**src/hw/rtl/csr_pkg.sv**
```systemverilog
// Shared types, codes and sizes for the collective status resolver.
package csr_pkg;

	localparam int MAX_PARTICIPANTS = 64;
	localparam int CNT_W = 7;
	localparam int CODE_W = 32;
	localparam int CFG_IDX_W = 1;

	// Configuration register indexes
	localparam logic [CFG_IDX_W-1:0] CFG_PARTICIPANT_COUNT = 1'd0;
	localparam logic [CFG_IDX_W-1:0] CFG_PROTOCOL_ERROR_CODE = 1'd1;

	// Record dispositions
	localparam logic [1:0] DISP_SUCCESS = 2'd0;
	localparam logic [1:0] DISP_RETRY = 2'd1;
	localparam logic [1:0] DISP_FATAL = 2'd2;
	localparam logic [1:0] DISP_INVALID = 2'd3;

	// Decisions
	localparam logic [1:0] DEC_PROCEED = 2'd0;
	localparam logic [1:0] DEC_RETRY = 2'd1;
	localparam logic [1:0] DEC_FAIL = 2'd2;

	// Status codes; ST_OK also marks "no error recorded"
	localparam logic [2:0] ST_OK = 3'd0;
	localparam logic [2:0] ST_RANK_RANGE = 3'd1;
	localparam logic [2:0] ST_BAD_DISP = 3'd2;
	localparam logic [2:0] ST_RANKS_INCOMPLETE = 3'd3;
	localparam logic [2:0] ST_EPOCH_MISMATCH = 3'd4;
	localparam logic [2:0] ST_PHASE_MISMATCH = 3'd5;

	typedef struct packed {
		logic [63:0] epoch;
		logic signed [31:0] rank;
		logic signed [31:0] endpoint;
		logic signed [31:0] code;
		logic [1:0] disposition;
		logic [31:0] phase_tag;
	} req_t;

	typedef struct packed {
		logic [1:0] decision;
		logic [2:0] status;
		logic [63:0] rep_epoch;
		logic signed [31:0] rep_rank;
		logic signed [31:0] rep_endpoint;
		logic signed [31:0] rep_code;
		logic [1:0] rep_disposition;
		logic [31:0] rep_phase_tag;
		logic [CNT_W-1:0] total_participants;
		logic [CNT_W-1:0] retry_total;
		logic [CNT_W-1:0] fatal_total;
	} rsp_t;

endpackage

```
**src/hw/rtl/csr_stream_if.sv**
```systemverilog
// Valid/ready stream channel carrying one payload per request.
interface csr_stream_if #(
	parameter type payload_t = logic
);
	logic valid;
	logic ready;
	payload_t data;

	modport source (output valid, output data, input ready);
	modport sink (input valid, input data, output ready);
endinterface

```
**src/hw/rtl/csr_accum.sv**
```systemverilog
// Per-set accumulation: rank bitmap, tallies, error tracking and representative choice.
module csr_accum #(
	parameter int MaxParticipants = csr_pkg::MAX_PARTICIPANTS
) (
	input  logic                             clk,
	input  logic                             arst_n,
	input  logic                             adv,
	input  csr_pkg::req_t                    item,
	input  logic [csr_pkg::CNT_W-1:0]        count_cfg,
	input  logic signed [csr_pkg::CODE_W-1:0] err_code,
	output logic                             close,
	output csr_pkg::rsp_t                    result
);

	localparam int IdxW = (MaxParticipants > 1) ? $clog2(MaxParticipants) : 1;
	localparam int CW = csr_pkg::CNT_W;

	logic [CW-1:0] seen_q;
	logic [MaxParticipants-1:0] map_q;
	logic dup_q;
	logic [63:0] first_epoch_q;
	logic [31:0] first_phase_q;
	logic [2:0] early_q;
	logic [2:0] late_q;
	logic [CW-1:0] retry_q;
	logic [CW-1:0] fatal_q;
	logic [2:0] best_valid_q;
	logic signed [31:0] best_rank_q [3];
	logic signed [31:0] best_endpoint_q [3];
	logic signed [31:0] best_code_q [3];

	logic [CW-1:0] count;
	logic first_rec;
	logic [63:0] fe;
	logic [31:0] fp;
	logic rank_ok;
	logic [IdxW-1:0] idx;
	logic [1:0] sel;
	logic disp_valid;
	logic less;
	logic upd;
	logic dup_n;
	logic [2:0] early_n;
	logic [2:0] late_n;
	logic [CW-1:0] retry_n;
	logic [CW-1:0] fatal_n;
	logic [CW-1:0] seen_n;
	logic [1:0] sev;
	logic rep_valid;
	logic signed [31:0] rep_r;
	logic signed [31:0] rep_e;
	logic signed [31:0] rep_c;
	logic [2:0] status;

	always_comb begin
		if (count_cfg == '0) begin
			count = CW'(1);
		end else if (32'(count_cfg) > MaxParticipants) begin
			count = CW'(MaxParticipants);
		end else begin
			count = count_cfg;
		end
	end

	assign first_rec = (seen_q == '0);
	assign fe = first_rec ? item.epoch : first_epoch_q;
	assign fp = first_rec ? item.phase_tag : first_phase_q;
	assign rank_ok = !item.rank[31] && (item.rank[30:0] < 31'(count));
	assign idx = item.rank[IdxW-1:0];
	assign disp_valid = (item.disposition != csr_pkg::DISP_INVALID);
	assign sel = disp_valid ? item.disposition : csr_pkg::DISP_SUCCESS;

	// Lexicographic (rank, endpoint, code) compare against the stored best
	always_comb begin
		if ($signed(item.rank) != best_rank_q[sel]) begin
			less = $signed(item.rank) < best_rank_q[sel];
		end else if ($signed(item.endpoint) != best_endpoint_q[sel]) begin
			less = $signed(item.endpoint) < best_endpoint_q[sel];
		end else begin
			less = $signed(item.code) < best_code_q[sel];
		end
	end

	assign upd = rank_ok && disp_valid && (!best_valid_q[sel] || less);
	assign dup_n = dup_q | (rank_ok & map_q[idx]);

	always_comb begin
		early_n = early_q;
		if (early_q == csr_pkg::ST_OK) begin
			if (!rank_ok) begin
				early_n = csr_pkg::ST_RANK_RANGE;
			end else if (!disp_valid) begin
				early_n = csr_pkg::ST_BAD_DISP;
			end
		end
		late_n = late_q;
		if (late_q == csr_pkg::ST_OK) begin
			if (item.epoch != fe) begin
				late_n = csr_pkg::ST_EPOCH_MISMATCH;
			end else if (item.phase_tag != fp) begin
				late_n = csr_pkg::ST_PHASE_MISMATCH;
			end
		end
	end

	assign retry_n = retry_q + CW'(item.disposition == csr_pkg::DISP_RETRY);
	assign fatal_n = fatal_q + CW'(item.disposition == csr_pkg::DISP_FATAL);
	assign seen_n = seen_q + CW'(1);
	assign close = ({1'b0, seen_n} >= {1'b0, count});

	// Worst severity present, with this record folded in
	assign sev = (fatal_n != '0) ? csr_pkg::DISP_FATAL :
		((retry_n != '0) ? csr_pkg::DISP_RETRY : csr_pkg::DISP_SUCCESS);

	always_comb begin
		if (upd && sel == sev) begin
			rep_valid = 1'b1;
			rep_r = item.rank;
			rep_e = item.endpoint;
			rep_c = item.code;
		end else begin
			rep_valid = best_valid_q[sev];
			rep_r = best_rank_q[sev];
			rep_e = best_endpoint_q[sev];
			rep_c = best_code_q[sev];
		end
	end

	always_comb begin
		if (early_n != csr_pkg::ST_OK) begin
			status = early_n;
		end else if (dup_n) begin
			status = csr_pkg::ST_RANKS_INCOMPLETE;
		end else begin
			status = late_n;
		end
	end

	always_comb begin
		result.rep_epoch = fe;
		result.total_participants = seen_n;
		result.status = status;
		if (status != csr_pkg::ST_OK) begin
			result.decision = csr_pkg::DEC_FAIL;
			result.rep_rank = '1;
			result.rep_endpoint = '1;
			result.rep_code = err_code;
			result.rep_disposition = csr_pkg::DISP_FATAL;
			result.rep_phase_tag = '0;
			result.retry_total = '0;
			result.fatal_total = CW'(1);
		end else begin
			result.decision = sev;
			result.rep_rank = rep_valid ? rep_r : '0;
			result.rep_endpoint = rep_valid ? rep_e : '0;
			result.rep_code = rep_valid ? rep_c : '0;
			result.rep_disposition = sev;
			result.rep_phase_tag = fp;
			result.retry_total = retry_n;
			result.fatal_total = fatal_n;
		end
	end

	always_ff @(posedge clk or negedge arst_n) begin
		if (!arst_n) begin
			seen_q <= '0;
			map_q <= '0;
			dup_q <= 1'b0;
			early_q <= csr_pkg::ST_OK;
			late_q <= csr_pkg::ST_OK;
			retry_q <= '0;
			fatal_q <= '0;
			best_valid_q <= '0;
		end else if (adv) begin
			if (close) begin
				seen_q <= '0;
				map_q <= '0;
				dup_q <= 1'b0;
				early_q <= csr_pkg::ST_OK;
				late_q <= csr_pkg::ST_OK;
				retry_q <= '0;
				fatal_q <= '0;
				best_valid_q <= '0;
			end else begin
				seen_q <= seen_n;
				if (rank_ok) begin
					map_q[idx] <= 1'b1;
				end
				dup_q <= dup_n;
				early_q <= early_n;
				late_q <= late_n;
				retry_q <= retry_n;
				fatal_q <= fatal_n;
				if (upd) begin
					best_valid_q[sel] <= 1'b1;
				end
			end
		end
	end

	// Payload holds; valid bits above decide whether it is read
	always_ff @(posedge clk) begin
		if (adv) begin
			if (first_rec) begin
				first_epoch_q <= item.epoch;
				first_phase_q <= item.phase_tag;
			end
			if (upd) begin
				best_rank_q[sel] <= item.rank;
				best_endpoint_q[sel] <= item.endpoint;
				best_code_q[sel] <= item.code;
			end
		end
	end

endmodule

```
**src/hw/rtl/collective_status_resolver.sv**
```systemverilog
// Top level: input register, set accumulator, result register and config registers.
//
//   channel  dir  payload            handshake
//   req      in   csr_pkg::req_t     valid/ready, one status record per request
//   rsp      out  csr_pkg::rsp_t     valid/ready, one result per completed set
//   cfg      in   count, error code  cfg_we with cfg_index/cfg_wdata, no stall
//
// One record per cycle, sustained, unless a waiting result stalls it (see below).
// A record is held in the input register; when it advances it updates the set
// state and, if it closes the set, loads the result into the output register,
// from which the result is offered.
// arst_n clears the set state, the registers to their defaults and both valids.
// A waiting result stalls only the record that would close the next set.
module collective_status_resolver #(
	parameter int MaxParticipants = csr_pkg::MAX_PARTICIPANTS
) (
	input  logic                                  clk,
	input  logic                                  arst_n,
	csr_stream_if.sink                            req,
	csr_stream_if.source                          rsp,
	input  logic                                  cfg_we,
	input  logic [csr_pkg::CFG_IDX_W-1:0]         cfg_index,
	input  logic [csr_pkg::CODE_W-1:0]            cfg_wdata
);

	logic [csr_pkg::CNT_W-1:0] count_q;
	logic signed [csr_pkg::CODE_W-1:0] err_code_q;

	logic valid_s1;
	csr_pkg::req_t item_s1;
	logic adv;
	logic close;
	csr_pkg::rsp_t result;
	logic out_valid_q;
	csr_pkg::rsp_t out_q;

	always_ff @(posedge clk or negedge arst_n) begin
		if (!arst_n) begin
			count_q <= csr_pkg::CNT_W'(1);
			err_code_q <= '0;
		end else if (cfg_we) begin
			unique case (cfg_index)
				csr_pkg::CFG_PARTICIPANT_COUNT: begin
					count_q <= cfg_wdata[csr_pkg::CNT_W-1:0];
				end
				csr_pkg::CFG_PROTOCOL_ERROR_CODE: begin
					err_code_q <= cfg_wdata;
				end
				default: begin
				end
			endcase
		end
	end

	// Advance the held request unless it closes a set while a result waits
	assign adv = valid_s1 && (!close || !out_valid_q || rsp.ready);
	assign req.ready = !valid_s1 || adv;

	always_ff @(posedge clk or negedge arst_n) begin
		if (!arst_n) begin
			valid_s1 <= 1'b0;
		end else if (req.ready) begin
			valid_s1 <= req.valid;
		end
	end

	always_ff @(posedge clk) begin
		if (req.valid && req.ready) begin
			item_s1 <= req.data;
		end
	end

	csr_accum #(
		.MaxParticipants(MaxParticipants)
	) u_accum (
		.clk(clk),
		.arst_n(arst_n),
		.adv(adv),
		.item(item_s1),
		.count_cfg(count_q),
		.err_code(err_code_q),
		.close(close),
		.result(result)
	);

	always_ff @(posedge clk or negedge arst_n) begin
		if (!arst_n) begin
			out_valid_q <= 1'b0;
		end else if (adv && close) begin
			out_valid_q <= 1'b1;
		end else if (rsp.ready) begin
			out_valid_q <= 1'b0;
		end
	end

	always_ff @(posedge clk) begin
		if (adv && close) begin
			out_q <= result;
		end
	end

	assign rsp.valid = out_valid_q;
	assign rsp.data = out_q;

endmodule

```
**src/flat_wrapper.sv**
```systemverilog
// flat-port wrapper written by rule: the top's interface ports become plain ports
module collective_status_resolver_flat import csr_pkg::*;
#(
	parameter int MaxParticipants = csr_pkg::MAX_PARTICIPANTS
)
  (clk, arst_n, cfg_we, cfg_index, cfg_wdata, req_valid, req_data, req_ready, rsp_valid, rsp_data, rsp_ready);
  csr_stream_if #(.payload_t(req_t)) req_i ();
  csr_stream_if #(.payload_t(rsp_t)) rsp_i ();
  input  logic clk;
  input  logic arst_n;
  input  logic cfg_we;
  input  logic [csr_pkg::CFG_IDX_W-1:0] cfg_index;
  input  logic [csr_pkg::CODE_W-1:0] cfg_wdata;
  input wire logic [$bits(req_i.valid)-1:0] req_valid;
  input wire logic [$bits(req_i.data)-1:0] req_data;
  output wire logic [$bits(req_i.ready)-1:0] req_ready;
  output wire logic [$bits(rsp_i.valid)-1:0] rsp_valid;
  output wire logic [$bits(rsp_i.data)-1:0] rsp_data;
  input wire logic [$bits(rsp_i.ready)-1:0] rsp_ready;
  assign req_i.valid = req_valid;
  assign req_i.data = req_data;
  assign req_ready = req_i.ready;
  assign rsp_valid = rsp_i.valid;
  assign rsp_data = rsp_i.data;
  assign rsp_i.ready = rsp_ready;
  collective_status_resolver #(.MaxParticipants(MaxParticipants)) u_core (.clk(clk), .arst_n(arst_n), .req(req_i), .rsp(rsp_i), .cfg_we(cfg_we), .cfg_index(cfg_index), .cfg_wdata(cfg_wdata));
endmodule
```
**config.mk**
```make
export PLATFORM = sky130hd
export DESIGN_NAME = collective_status_resolver_flat
export DESIGN_NICKNAME = d
export VERILOG_FILES = /design/src/hw/rtl/csr_pkg.sv /design/src/hw/rtl/csr_stream_if.sv /design/src/hw/rtl/csr_accum.sv /design/src/hw/rtl/collective_status_resolver.sv /design/src/flat_wrapper.sv
export SDC_FILE = /design/constraint.sdc
export NUM_CORES = 1
export LEC_CHECK = 0
export BUFFER_PORTS_ARGS = -buffer_cell sky130_fd_sc_hd__buf_4
export CAP_MARGIN = 20
export CORE_MARGIN = 5
export CORE_UTILIZATION = 54
export DETAILED_ROUTE_END_ITERATION = 6
export PLACE_DENSITY_LB_ADDON = 0.15
export SYNTH_ARGS = -nofsm -noshare
export SYNTH_HDL_FRONTEND = slang
export SYNTH_SLANG_ARGS = --single-unit
```
**constraint.sdc**
```tcl
create_clock -name clk -period 19.5 [get_ports clk]
set_input_delay 0.975 -clock clk [delete_from_list [all_inputs] [get_ports clk]]
set_output_delay 0.975 -clock clk [all_outputs]
set_load 0.01 [all_outputs]
```
* Yosys cells after proc, flatten, opt, wreduce, memory -nomap -nowiden
Memory sizes are Yosys's and may differ from the RTL's.
Index checks and enable logic that the tools add are counted.
** Word-level totals
- Register bits after elaboration :: 644
- Logic and storage cells :: 143
- RAM bits :: 288
- Memories :: 3
- Bits of input ports :: 232
- Output and inout bits :: 222
** Cells by class
- Mux-type cells :: 50
- Reductions and logical operators :: 33
- Add/sub/neg operators :: 3
- Equal/unequal tests :: 8
- Magnitude comparators :: 11
- Bitwise gates (word level) :: 5
** Memories
- u_core.u_accum.best_code_q :: depth 3, bits a word 32, rd ports 2, clocked after memory_dff 0, write ports 1, line csr_accum.sv:30 : logic signed [31:0] best_code_q [3];
- u_core.u_accum.best_endpoint_q :: depth 3, bits a word 32, rd ports 2, clocked after memory_dff 0, write ports 1, line csr_accum.sv:29 : logic signed [31:0] best_endpoint_q [3];
- u_core.u_accum.best_rank_q :: depth 3, bits a word 32, rd ports 2, clocked after memory_dff 0, write ports 1, line csr_accum.sv:28 : logic signed [31:0] best_rank_q [3];
** Operators by type and width (count)
- 2-to-1 mux 32 bit :: 7
- 2-to-1 mux 64 bit :: 3
- < comparator 32 bit :: 3
- != test 32 bit :: 3
- 2-to-1 mux 66 bit :: 1
- != test 64 bit :: 1
- OR 64 bit :: 1
- 2-to-1 mux 3 bit :: 12
- 2-to-1 mux 7 bit :: 5
- < comparator 31 x 7 -> 1 bit :: 1
- 2-to-1 mux 1 bit :: 15
- adder 7 x 1 -> 7 bit :: 2
- logical NOT 7 bit :: 2
- nonzero test 7 bit :: 2
- logical AND 1 bit :: 9
- AND reduction 2 bit :: 4
- adder 7 x 1 -> 7 bit, second input constant :: 1
- greater-or-equal comparator 7 bit :: 1
- greater-than comparator 7 bit, second input constant :: 1
- < comparator 6 x 7 -> 1 bit, second input constant :: 1
- binary-select mux 1 bit (select 6 bit) :: 1
- demux 1 bit (select 6 bit) :: 1
- greater-or-equal comparator 6 x 1 -> 1 bit, second input constant :: 1
- logical NOT 3 bit :: 2
- 17 further kinds :: 30

* Logic depth before layout (Yosys ltp)
An unclocked memory read counts as a cell.
- Depth in word-level cells :: 12
- Gate-level depth with buffers :: 18
- Depth with buffers taken out :: 14

* Modules after synthesis
Synthesis repeated with hierarchy kept, for this count alone.
** Unflattened totals
- Cell total of the unflattened synthesis :: 2810
- Area, all modules :: 41197.0 um2
** Modules (own cells, without submodules)
- csr_accum :: instances 1, cells each 2302, seq. area each 13908.3 um2, area each 27086.0 um2
- collective_status_resolver :: instances 1, cells each 508, seq. area each 13459.2 um2, area each 14111.0 um2

* Least setup slack after synthesis
Ideal clock, no wire load.
- Kind :: reg-to-reg
- Start :: register u_core.item_s1[33] in the netlist's numbering
- End :: memory u_core.u_accum.best_code_q[0][0], enable pin
- Path slack :: 5.480 ns
- Data required time :: 18.710 ns
- Cell stages (with the launch flop) :: 17
- Arrival time :: 13.230 ns
- Cells stage by stage :: edfxtp_1 > inv_1 > ha_1 > clkbuf_1 > buf_1 > clkbuf_1 > mux2i_1 > nor2_1 > a21oi_1 > ha_1 > a211oi_1 > o211ai_1 > o221a_2 > o311a_1 > a2111o_1 > o211a_1 > nor4_1
** On the way
- Cells in the longest elaborated chain, start to end :: 11
** RTL lines
- start: declaration :: line collective_status_resolver.sv:30 : csr_pkg::req_t item_s1;
- start signal: assignment :: line collective_status_resolver.sv:69 : item_s1 <= req.data;
- != test 2 bit :: line csr_accum.sv:70 : assign disp_valid = (item.disposition != csr_pkg::DISP_INVALID);
- 2-to-1 mux 2 bit :: line csr_accum.sv:71 : assign sel = disp_valid ? item.disposition : csr_pkg::DISP_SUCCESS;
- memory (3 x 32 bit) (on tied branches)
- < comparator 32 bit (tied with other cells) :: line csr_accum.sv:80 : less = $signed(item.code) < best_code_q[sel];
- 2-to-1 mux 1 bit :: line csr_accum.sv:77 : end else if ($signed(item.endpoint) != best_endpoint_q[sel]) begin
- 2-to-1 mux 1 bit :: line csr_accum.sv:75 : if ($signed(item.rank) != best_rank_q[sel]) begin
- logical OR 1 bit :: line csr_accum.sv:84 : assign upd = rank_ok && disp_valid && (!best_valid_q[sel] || less);
- logical AND 1 bit :: line csr_accum.sv:84
- 2-to-1 mux 1 bit :: line csr_accum.sv:208 : if (upd) begin
- 2-to-1 mux 1 bit :: line csr_accum.sv:203 : if (adv) begin
- 2-to-1 mux 1 bit (not written as such) :: line csr_accum.sv:211 : best_code_q[sel] <= item.code;
- end: declaration :: line csr_accum.sv:30
Several ways; a longest one is shown, not always the timed one. The select of a mux whose other input is x is not followed.

* Worst setup path after layout
- Start :: register u_core.item_s1[33] in the netlist's numbering
- End :: memory u_core.u_accum.best_endpoint_q[1][7], enable pin
** On the way
- Cells in the longest elaborated chain, start to end :: 11
** RTL lines
- != test 2 bit :: line csr_accum.sv:70
- 2-to-1 mux 2 bit :: line csr_accum.sv:71
- memory (3 x 32 bit) (on tied branches)
- < comparator 32 bit (tied with other cells) :: line csr_accum.sv:80
- 2-to-1 mux 1 bit :: line csr_accum.sv:77
- 2-to-1 mux 1 bit :: line csr_accum.sv:75
- logical OR 1 bit :: line csr_accum.sv:84
- logical AND 1 bit :: line csr_accum.sv:84
- 2-to-1 mux 1 bit :: line csr_accum.sv:208
- 2-to-1 mux 1 bit :: line csr_accum.sv:203
- 2-to-1 mux 1 bit (not written as such) :: line csr_accum.sv:210 : best_endpoint_q[sel] <= item.endpoint;
- end: declaration :: line csr_accum.sv:29
Several ways; a longest one is shown, not always the timed one. The select of a mux whose other input is x is not followed.

==> results.toml <==
[floorplan]
die_height_um = 285.9
initial_core_util_pct = 54.28
ioPinCount = 454
die_w_um = 285.9
core_area_um2 = 75700
die_area_um2 = 81710
row_count = 101

[routing]
routed_wl_mm = 103.6
drtIter0Drc = 2404
post_drt_via_cell_ratio = 5.978
routedWlPerCell_um = 23.13
via_count = 26788
ant_nets = 0
dr.pass1.iters = 5
drcViolationCount = 0

[cts]
htreeDepth = 3
cts_sinks = 932
cts-resized-gates = 0
clkTransAtPathRegs_ns = 0.06
ctsHoldBuffers = 0
clock_latency_ns = 0.66
cts_root_buf = "clkbuf_16"
cts_tree = "built"
cts_inserted_buffers = 97
cts_setup_buffers = 0
cts_buffer_depth = 3

[setup_path]
path_max_fanout = 56
cp-start-kind = "flip-flop"
path_common_cell = "buf_4"
crit_path_end_kind = "flip-flop"
reg2regPathDepth = 16
required_ns = 19.78
path_cells = "inv_1 > ha_4 > buf_4 > mux2i_1 > nor2_1 > a21oi_1 > ha_1 > nand4_1 > nor4_2 > o211a_1 > o41ai_1 > a2111o_1 > o211a_1 > nor4_2 > buf_4 > buf_4"
crit-reg2reg-launch = "u_core.item_s1[33]"
crit_arrival_ns = 7.26
max_stage_delay_ns = 0.94
crit_slowest_cell = "buf_4"
r2r_slack_ns = 12.51
path_class = "flip-flop to flip-flop"
r2r_end = "u_core.u_accum.best_endpoint_q[1][7]"

[synthesis]
ys_seq_area_share_pct = 66.46
ys.flop_type = "edfxtp_1"
synthesis.instances = 3001
yosysUniqueCellTypes = 79
async_reset_ff_share_pct = 14.59
syn_area_per_cell_um2 = 13.69
syn_nets = 3351
synth_area_um2 = 41090
synth.largest_area_cell = "edfxtp_1"
netlist.area_leader.share_pct = 58.17
synth.top_cells.by_area = "edfxtp_1 58%, dfrtp_1 8.2%, mux2_2 3.8%"
synth-seq-cells = 932
ys_warn_count = 0
synth_edf_count = 796

[power_and_ir_drop]
vdd_drop_max_mv = 0.1663
p_leak_nw = 17.90
power.density_nw_per_um2 = 120.3
total_power_mw = 5.849

[timing]
tns_ns = 0
slew-limit-headroom_pct = 20.94
hold_viol_final = 0
finClkSkew_ns = 0.03795
setup_viol = 0
clock.fmax_mhz = 143.1
tightest_slew_ns = 1.186
slew_violations = 0
period_minus_slack_ns = 6.987
rsz0062_at_grt = "false"
min_period_over_period_pct = 35.83

[global_routing]
grtUsageTotal_pct = 24.71
grt_max_degree = 198
antenna_found_initial = 5
grt_pass1_vias = 27650
grt_pass1_wl_mm = 159.0
overflow = 0

[placed_design]
placedCellCount = 4293
routabilityCongestion = 0.8570
port_buffers = 453
detailed_place_hpwl_mm = 66.88

[status]
outcome = "finished, final reports clean"

[final_layout]
syn_to_final_growth_pct = 18.33
drive_gt1_share_pct = 24.00
nets = 3768
stdcell_count = 4481

[flow_run]
cap_violations = 0

[min_path]
hp-class = "primary input to async pin"
## cell type report
| class | count | area (um2) |
|---|---|---|
| fill | 5508 | 27070 |
| sequential | 932 | 27310 |
| antenna | 3 | 7.507 |
| timing repair buffer | 493 | 3770 |
| multi-input combinational | 1839 | 12890 |
| clock buffer | 122 | 2582 |
| inverter | 55 | 219.0 |
| clock inverter | 59 | 624.3 |
| tap | 978 | 1224 |
## cell families after synthesis
group                      share of synthesized area, %
muxes                                             6.711
adders and majority gates                         3.593
buffers and inverters                             2.390
xor gates and xnor gates                          2.345
AOI/OAI and AO/OA                                 10.30
DFF                                               66.46
and+or+nand+nor                                   8.209
## report_power, final
part	internal [mW]	switching, mW
combinational	0.528	0.877
clock	1.08	0.767
sequential	2.47	0.131
total	4.07	1.78
## cell usage in the layout (no fill, tap or decap), types with 8 or more instances in the layout
master,netlist,final
a21o_1,16,16
o221ai_2,30,30
xnor2_1,50,50
nand4_1,35,35
inv_1,51,51
a21oi_1,269,269
o2bb2ai_1,11,11
a22o_1,20,20
mux4_2,8,8
bufinv_16,0,10
nand2_1,278,277
buf_4,6,486
nor2_1,200,200
nand3_1,54,54
nor2b_1,11,11
xor2_1,60,60
clkbuf_16,0,98
mux2_2,140,140
a41oi_1,32,32
nand2b_1,22,22
ha_1,118,116
o21ai_1,18,18
clkinv_2,0,15
clkinv_1,4,25
dfrtp_1,135,134
o211ai_1,42,42
a31oi_1,85,85
nor3_1,24,24
and2_1,40,39
nor4_1,30,27
clkbuf_1,102,20
mux2i_1,100,100
edfxtp_1,796,796
o221ai_1,9,9
o21ai_0,42,42
## layer usage
metal  vias to the layer above  GRT usage, %  routed length [um]
met2                       902         41.39               50950
met5                         -             0                  27
met1                     13446         31.80               41610
li1                      12240             -                   -
met4                         4         8.484                3402
met3                       196         6.143                7651
## worst max-delay path by stage
stage                             from                                   end  slack [ns]  cells after the start
floorplan           u_core.item_s1[33]      u_core.u_accum.best_code_q[0][0]        5.48                     16
CTS                 u_core.item_s1[33]  u_core.u_accum.best_endpoint_q[1][2]       12.49                     16
finish              u_core.item_s1[33]  u_core.u_accum.best_endpoint_q[1][7]       12.51                     16
global route        u_core.item_s1[33]  u_core.u_accum.best_endpoint_q[1][7]       12.13                     16
detailed placement  u_core.item_s1[33]     u_core.u_accum.best_code_q[1][21]       12.50                     16
global placement    u_core.item_s1[33]     u_core.u_accum.best_code_q[1][22]       12.55                     16
## worst max-delay path: cells and delay by family (launching register included)
kind	cells	cell delay [ns]
buffers and inverters	4	2.25
adder cells (fa/ha/maj)	2	1.14
AND/OR/NAND/NOR	4	1.20
multiplexers	1	0.17
AO/OA/AOI/OAI	5	1.23
flip-flops	1	0.45
## synthesized netlist by cell type (20+ instances only)
library cell,number
nor2_1,200
nand4_1,35
nand2_1,278
a21oi_1,269
a31oi_1,85
dfrtp_1,135
edfxtp_1,796
clkbuf_1,102
ha_1,118
o21ai_0,42
nor4_1,30
o221ai_2,30
and2_1,40
o211ai_1,42
nor3_1,24
nand3_1,54
mux2i_1,100
inv_1,51
a41oi_1,32
nand2b_1,22
xnor2_1,50
buf_1,25
buf_2,35
a22o_1,20
xor2_1,60
mux2_2,140
## registers in the layout (all words and copies together), names as in the netlist, 3 cells and up
| register | count |
|---|---|
| u_core.u_accum.best_rank_q | 96 |
| u_core.u_accum.best_endpoint_q | 96 |
| u_core.u_accum.seen_q | 7 |
| u_core.err_code_q | 32 |
| u_core.u_accum.map_q | 64 |
| u_core.u_accum.best_valid_q | 3 |
| u_core.u_accum.early_q | 3 |
| u_core.u_accum.fatal_q | 7 |
| u_core.u_accum.late_q | 3 |
| u_core.u_accum.first_epoch_q | 64 |
| u_core.u_accum.retry_q | 7 |
| u_core.count_q | 7 |
| u_core.item_s1 | 194 |
| u_core.rsp.data | 218 |
| u_core.u_accum.first_phase_q | 32 |
| u_core.u_accum.best_code_q | 96 |
## through the flow
| stage | cell area (um2) | setup WS, ns | util [%] | hold slack (ns) |
|---|---|---|---|---|
| detailed placement | 45330 | 12.50 | 59.88 | 0.4794 |
| CTS | 48530 | 12.49 | 64.12 | 0.2839 |
| finish | 48620 | 12.51 | 64.23 | 0.2897 |
| global route | 48610 | 12.13 | 64.22 | 0.3233 |
| floorplan | 41090 | 5.480 | - | 0.4507 |
| global placement | 45320 | 12.55 | 59.87 | 0.4670 |
Note: power is estimated with default switching activity, not from simulation.
